File: config.mk
export PLATFORM = sky130hd
export DESIGN_NAME = pinwheel_key_generator_core_flat
export DESIGN_NICKNAME = d
export VERILOG_FILES = /design/src/rtl/pkw_pkg.sv /design/src/rtl/pkw_cmd_if.sv /design/src/rtl/pkw_key_if.sv /design/src/rtl/pinwheel_key_generator_core.sv /design/src/rtl/pkw_wheel.sv /design/src/flat_wrapper.sv
export SDC_FILE = /design/constraint.sdc
export NUM_CORES = 2
export LEC_CHECK = 0
export BUFFER_PORTS_ARGS = -buffer_cell sky130_fd_sc_hd__buf_2
export CORE_UTILIZATION = 55
export DETAILED_ROUTE_END_ITERATION = 10
export GPL_TIMING_DRIVEN = 0
export PLACE_DENSITY_LB_ADDON = 0.08
export SYNTH_ARGS = -nofsm -noshare
export SYNTH_HDL_FRONTEND = slang
export SYNTH_SLANG_ARGS = --single-unit
File: constraint.sdc
create_clock -name clk -period 4.35 [get_ports clk]
set_input_delay 0.6525 -clock clk [delete_from_list [all_inputs] [get_ports clk]]
set_output_delay 0.6525 -clock clk [all_outputs]
set_load 0.05 [all_outputs]
File: src/rtl/pkw_pkg.sv
`default_nettype none
// ----------------------------------------------------------------------------
// Pinwheel key generator package
// Field widths, command codes, wheel indices and the per-wheel control
// bundle shared by the wheel cells and the core.
// ----------------------------------------------------------------------------
package pkw_pkg;

    // Request and result field widths.
    localparam int CMD_W   = 2;
    localparam int WHEEL_W = 4;
    localparam int NUM_W   = 7;
    localparam int KEY_W   = 5;

    // Wheel set: five psi, two motors, five chi.
    localparam int WHEEL_COUNT = 12;
    localparam int PSI_BASE    = 0;
    localparam int MOTOR37     = 5;
    localparam int MOTOR61     = 6;
    localparam int CHI_BASE    = 7;

    // Command codes.
    localparam logic [CMD_W-1:0] CMD_WRITE_PIN = 2'd0;
    localparam logic [CMD_W-1:0] CMD_SET_LEN   = 2'd1;
    localparam logic [CMD_W-1:0] CMD_SET_POS   = 2'd2;
    localparam logic [CMD_W-1:0] CMD_STEP      = 2'd3;

    // Update controls for one wheel in one cycle.
    typedef struct packed {
        logic             write_pin;
        logic             set_len;
        logic             set_pos;
        logic             advance;
        logic [NUM_W-1:0] number;
        logic             pin_value;
    } wheel_ctrl_t;

endpackage
`default_nettype wire

File: src/rtl/pkw_cmd_if.sv
`default_nettype none
// ----------------------------------------------------------------------------
// Pinwheel command channel
// Valid/ready channel that carries one load or step request.
// ----------------------------------------------------------------------------
interface pkw_cmd_if import pkw_pkg::*; ();

    logic               valid;
    logic               ready;
    logic [CMD_W-1:0]   cmd;
    logic [WHEEL_W-1:0] wheel;
    logic [NUM_W-1:0]   number;
    logic               pin_value;

    modport source (output valid, output cmd, output wheel, output number,
                    output pin_value, input ready);
    modport sink   (input valid, input cmd, input wheel, input number,
                    input pin_value, output ready);

endinterface
`default_nettype wire

File: src/rtl/pkw_key_if.sv
`default_nettype none
// ----------------------------------------------------------------------------
// Pinwheel key channel
// Valid/ready channel that carries one key result per request.
// ----------------------------------------------------------------------------
interface pkw_key_if import pkw_pkg::*; ();

    logic             valid;
    logic             ready;
    logic [KEY_W-1:0] key;
    logic             key_valid;

    modport source (output valid, output key, output key_valid, input ready);
    modport sink   (input valid, input key, input key_valid, output ready);

endinterface
`default_nettype wire

File: src/rtl/pinwheel_key_generator_core.sv
`default_nettype none
// ----------------------------------------------------------------------------
// Pinwheel key generator core
// Twelve-wheel Lorenz-style keystream generator with load and step requests.
// ----------------------------------------------------------------------------
// Usage:
//   cmd_ch takes one request per handshake: write a pin, set a wheel length,
//   set a wheel position, or step. Every request gives exactly one result on
//   key_ch. A step result carries the five-bit chi XOR psi key with key_valid
//   set; a load result carries key 0 with key_valid clear.
// Timing:
//   A request is captured in an input register at its handshake edge and is
//   processed once the result register is free, which updates the wheels and
//   loads the result register. Throughput is one request per cycle while
//   key_ch is not stalled; the combinational wheel update loop (pin select,
//   increment and wrap compare, motor gating) sets that figure.
// Stall:
//   While key_ch is stalled the result register holds; one more request can
//   wait in the input register, after which cmd_ch deasserts ready.
// Reset:
//   rst_n clears both registers' valid flags and sets every wheel to all-zero
//   pins, length one and position zero.
// ----------------------------------------------------------------------------
module pinwheel_key_generator_core
    import pkw_pkg::*;
#(
    parameter int MAX_WHEEL_LEN = 64
)
(
    input  wire logic  clk,
    input  wire logic  rst_n,
    pkw_cmd_if.sink    cmd_ch,
    pkw_key_if.source  key_ch
);

    // Input register.
    logic               in_valid_reg, in_valid_next;
    logic [CMD_W-1:0]   cmd_reg;
    logic [WHEEL_W-1:0] wheel_reg;
    logic [NUM_W-1:0]   number_reg;
    logic               pin_value_reg;

    // Result register.
    logic               out_valid_reg, out_valid_next;
    logic [KEY_W-1:0]   key_reg, key_next;
    logic               key_valid_reg, key_valid_next;

    logic               proc;
    logic               is_step;
    logic               m37_pin_new;

    wheel_ctrl_t        ctrl [WHEEL_COUNT];
    logic               pin_cur [WHEEL_COUNT];
    logic               pin_adv [WHEEL_COUNT];

    // Handshake: process the held request when the result register frees up.
    assign proc         = in_valid_reg && (!out_valid_reg || key_ch.ready);
    assign cmd_ch.ready = !in_valid_reg || proc;
    assign is_step      = (cmd_reg == CMD_STEP);

    assign in_valid_next  = cmd_ch.ready ? cmd_ch.valid : in_valid_reg;
    assign out_valid_next = proc ? 1'b1 : (key_ch.ready ? 1'b0 : out_valid_reg);

    // The 37-motor pin seen by the psi gate, after its own possible advance.
    assign m37_pin_new = pin_adv[MOTOR61] ? pin_adv[MOTOR37] : pin_cur[MOTOR37];

    // Per-wheel load and advance controls.
    always_comb
    begin
        for (int i = 0; i < WHEEL_COUNT; i++)
        begin
            ctrl[i].number    = number_reg;
            ctrl[i].pin_value = pin_value_reg;
            ctrl[i].write_pin = proc && (cmd_reg == CMD_WRITE_PIN) &&
                                (wheel_reg == WHEEL_W'(i));
            ctrl[i].set_len   = proc && (cmd_reg == CMD_SET_LEN) &&
                                (wheel_reg == WHEEL_W'(i));
            ctrl[i].set_pos   = proc && (cmd_reg == CMD_SET_POS) &&
                                (wheel_reg == WHEEL_W'(i));
            if (i >= CHI_BASE || i == MOTOR61)
            begin
                ctrl[i].advance = proc && is_step;
            end
            else if (i == MOTOR37)
            begin
                ctrl[i].advance = proc && is_step && pin_adv[MOTOR61];
            end
            else
            begin
                ctrl[i].advance = proc && is_step && !m37_pin_new;
            end
        end
    end

    // Key from the pins under the current positions.
    always_comb
    begin
        key_next = '0;
        if (is_step)
        begin
            for (int i = 0; i < KEY_W; i++)
            begin
                key_next[i] = pin_cur[CHI_BASE + i] ^ pin_cur[PSI_BASE + i];
            end
        end
        key_valid_next = is_step;
    end

    // Wheel cells.
    for (genvar g = 0; g < WHEEL_COUNT; g++)
    begin : g_wheel
        pkw_wheel #(
            .MAX_LEN (MAX_WHEEL_LEN)
        ) u_wheel (
            .clk     (clk),
            .rst_n   (rst_n),
            .ctrl    (ctrl[g]),
            .pin_cur (pin_cur[g]),
            .pin_adv (pin_adv[g])
        );
    end

    // Valid flags.
    always_ff @(posedge clk or negedge rst_n)
    begin
        if (!rst_n)
        begin
            in_valid_reg  <= 1'b0;
            out_valid_reg <= 1'b0;
        end
        else
        begin
            in_valid_reg  <= in_valid_next;
            out_valid_reg <= out_valid_next;
        end
    end

    // Payload registers.
    always_ff @(posedge clk)
    begin
        if (cmd_ch.ready && cmd_ch.valid)
        begin
            cmd_reg       <= cmd_ch.cmd;
            wheel_reg     <= cmd_ch.wheel;
            number_reg    <= cmd_ch.number;
            pin_value_reg <= cmd_ch.pin_value;
        end
        if (proc)
        begin
            key_reg       <= key_next;
            key_valid_reg <= key_valid_next;
        end
    end

    assign key_ch.valid     = out_valid_reg;
    assign key_ch.key       = key_reg;
    assign key_ch.key_valid = key_valid_reg;

endmodule
`default_nettype wire

File: src/rtl/pkw_wheel.sv
`default_nettype none
// ----------------------------------------------------------------------------
// Pinwheel wheel cell
// Holds one wheel's pins, length and position. Presents the pin under the
// current position and the pin under the advanced position, and applies
// one load or advance per cycle.
// ----------------------------------------------------------------------------
module pkw_wheel
    import pkw_pkg::*;
#(
    parameter int MAX_LEN = 64
)
(
    input  wire logic        clk,
    input  wire logic        rst_n,
    input  wire wheel_ctrl_t ctrl,
    output logic             pin_cur,
    output logic             pin_adv
);

    localparam int POS_W = $clog2(MAX_LEN);
    localparam int LEN_W = $clog2(MAX_LEN + 1);

    logic [MAX_LEN-1:0] pins_reg, pins_next;
    logic [LEN_W-1:0]   len_reg, len_next;
    logic [POS_W-1:0]   pos_reg, pos_next;

    logic [LEN_W-1:0]   pos_plus;
    logic [POS_W-1:0]   pos_adv;
    logic [LEN_W-1:0]   len_load;

    // Advanced position, wrapping at the wheel length.
    assign pos_plus = LEN_W'(pos_reg) + LEN_W'(1);
    assign pos_adv  = (pos_plus >= len_reg) ? '0 : pos_plus[POS_W-1:0];

    assign pin_cur = pins_reg[pos_reg];
    assign pin_adv = pins_reg[pos_adv];

    // Requested length, saturated to the legal range.
    always_comb
    begin
        if (ctrl.number == '0)
        begin
            len_load = LEN_W'(1);
        end
        else if (ctrl.number > NUM_W'(MAX_LEN))
        begin
            len_load = LEN_W'(MAX_LEN);
        end
        else
        begin
            len_load = ctrl.number[LEN_W-1:0];
        end
    end

    // Next state for the load and advance operations.
    always_comb
    begin
        pins_next = pins_reg;
        len_next  = len_reg;
        pos_next  = pos_reg;
        if (ctrl.write_pin)
        begin
            if (ctrl.number < NUM_W'(MAX_LEN))
            begin
                pins_next[ctrl.number[POS_W-1:0]] = ctrl.pin_value;
            end
        end
        else if (ctrl.set_len)
        begin
            len_next = len_load;
            if (LEN_W'(pos_reg) >= len_load)
            begin
                pos_next = '0;
            end
        end
        else if (ctrl.set_pos)
        begin
            if (ctrl.number < NUM_W'(len_reg))
            begin
                pos_next = ctrl.number[POS_W-1:0];
            end
            else
            begin
                pos_next = '0;
            end
        end
        else if (ctrl.advance)
        begin
            pos_next = pos_adv;
        end
    end

    // Wheel state registers.
    always_ff @(posedge clk or negedge rst_n)
    begin
        if (!rst_n)
        begin
            pins_reg <= '0;
            len_reg  <= LEN_W'(1);
            pos_reg  <= '0;
        end
        else
        begin
            pins_reg <= pins_next;
            len_reg  <= len_next;
            pos_reg  <= pos_next;
        end
    end

endmodule
`default_nettype wire

File: src/flat_wrapper.sv
// flat-port wrapper written by rule: the top's interface ports become plain ports
module pinwheel_key_generator_core_flat import pkw_pkg::*;
#(
    parameter int MAX_WHEEL_LEN = 64
)
  (clk, rst_n, cmd_ch_valid, cmd_ch_cmd, cmd_ch_wheel, cmd_ch_number, cmd_ch_pin_value, cmd_ch_ready, key_ch_valid, key_ch_key, key_ch_key_valid, key_ch_ready);
  pkw_cmd_if cmd_ch_i ();
  pkw_key_if key_ch_i ();
  input  wire logic clk;
  input  wire logic rst_n;
  input wire logic [$bits(cmd_ch_i.valid)-1:0] cmd_ch_valid;
  input wire logic [$bits(cmd_ch_i.cmd)-1:0] cmd_ch_cmd;
  input wire logic [$bits(cmd_ch_i.wheel)-1:0] cmd_ch_wheel;
  input wire logic [$bits(cmd_ch_i.number)-1:0] cmd_ch_number;
  input wire logic [$bits(cmd_ch_i.pin_value)-1:0] cmd_ch_pin_value;
  output wire logic [$bits(cmd_ch_i.ready)-1:0] cmd_ch_ready;
  output wire logic [$bits(key_ch_i.valid)-1:0] key_ch_valid;
  output wire logic [$bits(key_ch_i.key)-1:0] key_ch_key;
  output wire logic [$bits(key_ch_i.key_valid)-1:0] key_ch_key_valid;
  input wire logic [$bits(key_ch_i.ready)-1:0] key_ch_ready;
  assign cmd_ch_i.valid = cmd_ch_valid;
  assign cmd_ch_i.cmd = cmd_ch_cmd;
  assign cmd_ch_i.wheel = cmd_ch_wheel;
  assign cmd_ch_i.number = cmd_ch_number;
  assign cmd_ch_i.pin_value = cmd_ch_pin_value;
  assign cmd_ch_ready = cmd_ch_i.ready;
  assign key_ch_valid = key_ch_i.valid;
  assign key_ch_key = key_ch_i.key;
  assign key_ch_key_valid = key_ch_i.key_valid;
  assign key_ch_i.ready = key_ch_ready;
  pinwheel_key_generator_core #(.MAX_WHEEL_LEN(MAX_WHEEL_LEN)) u_core (.clk(clk), .rst_n(rst_n), .cmd_ch(cmd_ch_i), .key_ch(key_ch_i));
endmodule
Word level (Yosys, flattened, before mapping)
Index checks and enable logic that the tools add are counted.
{"block": "totals", "reg_bits": 946, "in_bits": 18, "out_inout_bits": 8}
{"block": "op_classes", "add_sub_neg": 12, "order_cmp": 53, "n_eq_ne": 26, "n_mux": 117, "bitwise": 17, "reduce_logical": 102}
{"op": "$bwmux 64", "n": 12}
{"op": "$mux 6", "n": 72}
{"op": "$lt 6x7->1 const B", "n": 14}
{"op": "$add 6x1->7 const B", "n": 12}
{"op": "$ge 6x7->1", "n": 12}
{"op": "$ge 7x7->1", "n": 12}
{"op": "$lt 7x7->1", "n": 12}
{"op": "$bmux 1 s6", "n": 13}
{"op": "$reduce_and 2->1", "n": 24}
{"op": "$logic_and 1x1->1", "n": 45}
{"op": "$reduce_and 3->1", "n": 12}
{"op": "$reduce_bool 3->1", "n": 12}
{"op": "$ne 2x2->1 const B", "n": 12}
{"op": "$mux 1", "n": 17}
{"op": "$eq 4x3->1 const B", "n": 4}
{"op": "$eq 4x4->1 const B", "n": 4}
{"op": "$mux 7", "n": 2}
{"op": "$not 1->1", "n": 12}
{"op": "$eq 4x2->1 const B", "n": 2}
{"op": "$gt 7x7->1 const B", "n": 1}
{"op": "$logic_not 7->1", "n": 1}
{"op": "$lt 7x7->1 const B", "n": 1}
{"op": "$demux 1 s6", "n": 1}
{"op": "$ge 6x1->1 const B", "n": 1}
{"op": "other kinds (9)", "n": 17}

Depth between registers and ports, before layout
{"block": "logic_depth", "ltp_word": 11, "ltp_mapped": 20, "ltp_nobuf": 16}

By module
A second synthesis with hierarchy kept.
{"block": "unflattened", "cells_unflattened": 5923, "hier_area_um2": 62268.5}
{"module": "pkw_wheel (u_core.g_wheel[0].u_wheel ...)", "n_inst": 7, "cells_per_inst": 471, "area_each_um2": 5038.6}
{"module": "pkw_wheel (u_core.g_wheel[5].u_wheel ...)", "n_inst": 3, "cells_per_inst": 501, "area_each_um2": 5103.6}
{"module": "pkw_wheel (u_core.g_wheel[8].u_wheel)", "n_inst": 1, "cells_per_inst": 501, "area_each_um2": 5147.4}
{"module": "pkw_wheel (u_core.g_wheel[9].u_wheel)", "n_inst": 1, "cells_per_inst": 510, "area_each_um2": 5116.2}
{"module": "pinwheel_key_generator_core", "n_inst": 1, "cells_per_inst": 112, "area_each_um2": 1423.9}

Least setup slack after synthesis
Ideal clock, no wire load.
{"block": "synth_timing", "path_type": "reg2reg", "startpoint": "register u_core.number_reg[4]", "endpoint": "register u_core.g_wheel[0].u_wheel.pos_reg[4]", "setup_ns": 0.099, "arrival_time_ns": 4.291, "setup_slack_ns": -0.041, "stages_incl_launch_ff": 19, "n_path_buf": 2, "path_cell_list": "edfxtp_1 > clkbuf_1 > nor3_1 > a21oi_1 > or2_2 > clkbuf_1 > inv_1 > ha_1 > nand2b_1 > a21oi_1 > nor2b_1 > o21ai_0 > nand2b_1 > a21oi_1 > nor2b_1 > o311ai_1 > a2111oi_0 > a211o_1 > a311oi_1"}
{"block": "synth_between", "elab_chain_len": 6, "word_cells_on_any_way": 11, "classes_between": "3 x order compare; 1 x eq/ne; 5 x mux; 2 x reduce/logical"}
{"item": "start: declaration", "line": "pinwheel_key_generator_core.sv:40", "source": "logic [NUM_W-1:0] number_reg;"}
{"item": "start signal: assignment", "line": "pinwheel_key_generator_core.sv:145", "source": "number_reg <= cmd_ch.number;"}
{"item": "$gt 7x7->1", "line": "pkw_wheel.sv:46", "source": "else if (ctrl.number > NUM_W'(MAX_LEN))"}
{"item": "$mux 7", "line": "pkw_wheel.sv:46"}
{"item": "$mux 7 (*)", "line": "pkw_wheel.sv:42", "source": "if (ctrl.number == '0)"}
{"item": "via u_core.g_wheel[0].u_wheel.len_load[0]", "line": "pkw_wheel.sv:30", "source": "logic [LEN_W-1:0] len_load;"}
{"item": "$ge 6x7->1 (*)", "line": "pkw_wheel.sv:72", "source": "if (LEN_W'(pos_reg) >= len_load)"}
{"item": "$ne 2x2->1 (no line) (*)"}
{"item": "$reduce_and 3->1 (no line) (*)"}
{"item": "end signal: assignment", "line": "pkw_wheel.sv:107", "source": "pos_reg <= pos_next;"}
{"item": "end: declaration", "line": "pkw_wheel.sv:26", "source": "logic [POS_W-1:0] pos_reg, pos_next;"}
The timed path passes the listed nets; every way through them passes the cells marked *.
A chain may end at the register's enable or synchronous reset.

Final worst setup path
{"block": "layout_timing", "startpoint": "register u_core.g_wheel[6].u_wheel.pos_reg[0]", "endpoint": "register u_core.g_wheel[3].u_wheel.pos_reg[3]"}
{"block": "layout_between", "elab_chain_len": 10}
{"item": "start: declaration", "line": "pkw_wheel.sv:26"}
{"item": "start signal: assignment", "line": "pkw_wheel.sv:107"}
{"item": "$add 6x1->7 (*)", "line": "pkw_wheel.sv:33", "source": "assign pos_plus = LEN_W'(pos_reg) + LEN_W'(1);"}
{"item": "$ge 7x7->1", "line": "pkw_wheel.sv:34", "source": "assign pos_adv = (pos_plus >= len_reg) ? '0 : pos_plus[POS_W-1:0];"}
{"item": "$mux 6 (*)", "line": "pkw_wheel.sv:34"}
{"item": "$bmux 1 s6 (*)", "line": "pkw_wheel.sv:37", "source": "assign pin_adv = pins_reg[pos_adv];"}
{"item": "$mux 1 (not written as such) (*)", "line": "pkw_wheel.sv:37"}
{"item": "$mux 1 (*)", "line": "pinwheel_key_generator_core.sv:65", "source": "assign m37_pin_new = pin_adv[MOTOR61] ? pin_adv[MOTOR37] : pin_cur[MOTOR37];"}
{"item": "$logic_not 1->1 (*)", "line": "pinwheel_key_generator_core.sv:90", "source": "ctrl[i].advance = proc && is_step && !m37_pin_new;"}
{"item": "$logic_and 1x1->1 (*)"}
{"item": "$reduce_bool 3->1 (no line) (*)"}
{"item": "$reduce_and 3->1 (no line) (*)"}
{"item": "end signal: assignment", "line": "pkw_wheel.sv:107"}
{"item": "end: declaration", "line": "pkw_wheel.sv:26"}
Mark *: on every way between the ends. The rest lies on a longest branch, timed or not. The select of a mux whose other input is x is not followed.

==> impl_metrics.toml <==
[place]
placedInstanceArea_um2 = 55800
placedCellCount = 6598
dpl_hpwl_um = 144000
place_worst_setup_slack_ns = -3.02
numPortBuffers = 25
gp_routability_congestion = 1.01

[sta]
final.setup.worst_slack_ns = -0.218
finalHoldViolCount = 0
worst_pin_slew_ns = 1.55
worst_slew_margin_rel = -0.0342
fin_crit_sh = 1.05
finClkSkew_ns = 0.0546
maxSlewViolCount = 55
rsz_0062_raised_after_global_routing = "yes"
finalSetupViolations = 35
timing.hold.ws_ns = 0.109
max_freq_ghz = 0.219
timing.final.crit_period_ns = 4.57

[worst_setup_path]
cpMaxStageDelayCell = "sky130_fd_sc_hd__dfrtp_2"
start_kind = "flop"
reg2reg_depth = 23
worst-path-buf-inv = 8
reg_to_reg_startpoint = "u_core.g_wheel[6].u_wheel.pos_reg[0]$_DFFE_PN0P_"
arrival_time_reported_for_the_critical_path_endpoint_ns = 5.17
type_of_the_setup_path_with_the_least_slack = "reg -> reg"
crit_path_required_time_ns = 4.95
setup.reg_to_reg.worst_slack_ns = -0.22
crit_path_max_fanout = 10
worst_stage_delay_on_the_critical_path_ns = 0.45
crit-reg2reg-capture = "u_core.g_wheel[3].u_wheel.pos_reg[3]$_DFFE_PN0P_"
cp_top_family = "compound AO/OA/AOI/OAI gates"
crit_chain = "buf_8 -> and3_4 -> nand3_4 -> xor2_4 -> inv_2 -> ha_4 -> and2_4 -> nand3_2 -> o211ai_1 -> buf_6 -> a221oi_1 -> a311oi_2 -> o211ai_1 -> o211ai_1 -> buf_4 -> a21oi_4 -> buf_12 -> buf_12 -> buf_12 -> o31ai_4 -> buf_6 -> nand2_1 -> o31ai_1"
crit_path_end_kind = "flop"

[global_route]
grt_antenna_before_repair = 7
global_route.usage.total = 0.445
first_global_vias = 43600
grt_remaining_overflow = 0
grt_pass1_wl_um = 313000
grt_start_max_net_pins = 122

[cts]
number_of_h_tree_levels = 3
tritoncts_num_sinks = 946
tritoncts = "built"
cts-root-to-sink-buffers = 3
worstSkewPairLatency_ns = 0.73
worst_setup_hold_path_clk_slew_ns = 0.06
clockRootBuffer = "sky130_fd_sc_hd__clkbuf_16"
tritoncts_buffers = 104

[cells_and_area]
layout.cells.most_common = "sky130_fd_sc_hd__dfrtp_1"
layout-area-overhead-vs-synth_pct = 14.7
largest_register_ffs = 768
final_cell_mix = "907 x sky130_fd_sc_hd__dfrtp_1, 626 x sky130_fd_sc_hd__nor2_1, 564 x sky130_fd_sc_hd__nand2_1, 544 x sky130_fd_sc_hd__mux2_2, 378 x sky130_fd_sc_hd__o21ai_0"
drive_above_1_share = 0.221
nFillCells = 7822
finalCoreUtilization = 0.636
post_layout_nonfiller_instances = 6909
final_net_count = 5799
final_cell_area_um2 = 61400

[synth]
yosysTopAreaCellShare = 0.427
syn_avg_cell_area_um2 = 10.2
ys_ff_latch = 946
synth_cell_type_count = 90
post_synthesis_async_set_or_reset_flop_share = 0.979
edff_count_synth = 20
synth_nets = 5534
ys_dominant_reg_cell = "sky130_fd_sc_hd__dfrtp_1"
part_of_the_yosys_area_used_for_sequential_elements = 0.444
synthesis.yosys.warnings = 0
synthCells = 5276
netlist_area_um2 = 53600
largest_area_contributor_in_the_synthesized_netlist = "sky130_fd_sc_hd__dfrtp_1"
netlist_top_cells_area = "sky130_fd_sc_hd__dfrtp_1 43%, sky130_fd_sc_hd__mux2_2 11%, sky130_fd_sc_hd__mux4_2 5.7%, sky130_fd_sc_hd__ha_1 5.6%, sky130_fd_sc_hd__nor2_1 4.4%"

[die]
num_io_pins = 26
die_w_um = 314
fp.dieArea_um2 = 98700
die_y_um = 314
core_region_area_um2 = 96600
initial_utilization = 0.555
rows = 114

[route]
routed_via_density = 6.69
remaining_drc_errors = 0
final_antenna_net_count = 0
vias = 46200
drt-wirelength-per-cell_um = 31.9
drt_pre_antenna_iters = 6
initialDrtViolationCount = 6120
finalWirelength_um = 221000

[power]
total_power_per_unit_cell_area_nw_per_um2 = 461
seqPwrFrac = 0.337
clkPwrFrac = 0.335
p_switching_mw = 10.1
power.ir.vdd_worst_v = 0.000389
power.leakage_nw = 27.9
intPower_mw = 18.3
power.share.combinational = 0.328
swShare = 0.356

[hold_path]
hp-class = "in -> reg"
hold-path-endpoint = "u_core.wheel_reg[3]$_DFFE_PP_"
hold-path-cell-count = 1
timing.hold.worst.start = "cmd_ch_wheel[3]"

[run]
timing.max_cap.violations = 7

[status]
violated_checks = "max-capacitance violations, max-slew violations, negative setup slack"
result_of_the_run = "finished with violations"
-- timing repair --
item | in CTS | in global routing
resized for setup | 152 | 96
pin swaps | 44 | 47
endpoints found under the setup margin | 329 | 63
gates cloned | 0 | 1
hold buffers | 1 | 0
endpoints found under the hold margin | 59 | 0
buffers inserted | 86 | 36
-- power by group through the flow --
stage	sequential, mW	clock [mW]	combinational (mW)
after CTS	9.50	9.49	8.47
after floorplan	9.47	0	5.07
after global routing	9.56	9.82	9.81
after global placement	9.69	0	7.38
final	9.55	9.50	9.30
after detailed placement	9.68	0	7.49
-- cell usage after synthesis (all sizes together) (9+ instances only) --
cell and instances:
a2111oi 14, a211oi 39, a21o 63, a21oi 128, a221oi 9, a22o 14, a22oi 14, a311o 10
a32o 15, and2 9, buf 29, clkbuf 399, dfrtp 914, dfstp 12, edfxtp 20, ha 240
inv 126, mux2 550, mux2i 158, mux4 136, nand2 568, nand2b 83, nand3 296, nor2 631
nor2b 47, nor3 31, nor4b 9, o211ai 12, o21ai 391, o221ai 72, o22ai 35, xnor2 31
xor2 22
-- metal layers --
metal | share of wire | vias to the layer above | track usage | routed length [um]
met4 | 0.077 | 2 | 0.292 | 17000
met2 | 0.41 | 3061 | 0.610 | 89700
met5 | 0.000059 | - | 0 | 13
met3 | 0.14 | 738 | 0.166 | 30100
met1 | 0.38 | 23100 | 0.587 | 83900
li1 | - | 19300 | - | -
-- logic make-up (layout without fill, tap and decap cells) --
| logic type | after synthesis | after routing | synth area share |
|---|---|---|---|
| adder cells (fa/ha/maj) | 240 | 240 | 0.0560 |
| AND/OR/NAND/NOR | 1727 | 1727 | 0.140 |
| multiplexers | 844 | 844 | 0.202 |
| other | 0 | 8 | 0 |
| AO/OA/AOI/OAI | 908 | 908 | 0.109 |
| buffers and inverters | 558 | 907 | 0.0397 |
| flip-flops | 946 | 946 | 0.444 |
| XOR/XNOR | 53 | 53 | 0.00894 |
-- worst reg2reg max path: stages (launching register included) --
cell,delay (ns)
sky130_fd_sc_hd__dfrtp_2,0.45
sky130_fd_sc_hd__buf_8,0.13
sky130_fd_sc_hd__and3_4,0.18
sky130_fd_sc_hd__nand3_4,0.10
sky130_fd_sc_hd__xor2_4,0.19
sky130_fd_sc_hd__inv_2,0.08
sky130_fd_sc_hd__ha_4,0.25
sky130_fd_sc_hd__and2_4,0.20
sky130_fd_sc_hd__nand3_2,0.21
sky130_fd_sc_hd__o211ai_1,0.31
sky130_fd_sc_hd__buf_6,0.22
sky130_fd_sc_hd__a221oi_1,0.09
sky130_fd_sc_hd__a311oi_2,0.31
sky130_fd_sc_hd__o211ai_1,0.15
sky130_fd_sc_hd__o211ai_1,0.17
sky130_fd_sc_hd__buf_4,0.19
sky130_fd_sc_hd__a21oi_4,0.06
sky130_fd_sc_hd__buf_12,0.15
sky130_fd_sc_hd__buf_12,0.13
sky130_fd_sc_hd__buf_12,0.12
sky130_fd_sc_hd__o31ai_4,0.39
sky130_fd_sc_hd__buf_6,0.18
sky130_fd_sc_hd__nand2_1,0.07
sky130_fd_sc_hd__o31ai_1,0.12
-- final cells by class --
cell class	count	area [um2]	area share
Sequential cell	946	23800	0.387
Inverter	130	500	0.00815
Tap cell	1276	1600	0.0260
Multi-Input combinational cell	3772	28500	0.464
Antenna cell	8	20.0	0.000326
Timing Repair Buffer	167	1590	0.0258
Buffer	420	1820	0.0297
Clock inverter	39	573	0.00933
Clock buffer	151	3040	0.0495
-- stage by stage --
| step | TNS, ns | power, mW |
|---|---|---|
| global placement | - | 17.1 |
| detailed placement | -228.75 | 17.2 |
| global route | -6.11 | 29.2 |
| CTS | -0.873 | 27.5 |
| floorplan | 0 | 14.5 |
| finish | -4.74 | 28.4 |
-- how the worst max path moves through the flow --
stage | from | endpoint | slack [ns] | cells past startpoint
6_report | u_core.g_wheel[6].u_wheel.pos_reg[0]$_DFFE_PN0P_ | u_core.g_wheel[3].u_wheel.pos_reg[3]$_DFFE_PN0P_ | -0.22 | 23
2_1_floorplan | u_core.number_reg[2]$_DFFE_PP_ | u_core.g_wheel[0].u_wheel.pos_reg[4]$_DFFE_PN0P_ | 0.007 | 18
4_1_cts | u_core.g_wheel[5].u_wheel.pos_reg[0]$_DFFE_PN0P_ | u_core.g_wheel[0].u_wheel.pos_reg[3]$_DFFE_PN0P_ | -0.10 | 19
5_1_grt | u_core.g_wheel[6].u_wheel.pos_reg[0]$_DFFE_PN0P_ | u_core.g_wheel[3].u_wheel.pos_reg[3]$_DFFE_PN0P_ | -0.29 | 23
3_5_place_dp | u_core.number_reg[0]$_DFFE_PP_ | u_core.g_wheel[0].u_wheel.pos_reg[4]$_DFFE_PN0P_ | -3.02 | 19
3_3_place_gp | rst_n | u_core.g_wheel[2].u_wheel.pins_reg[38]$_DFFE_PN0P_ | -18.27 | 1
No activity file was read; power rests on OpenSTA's default activity.
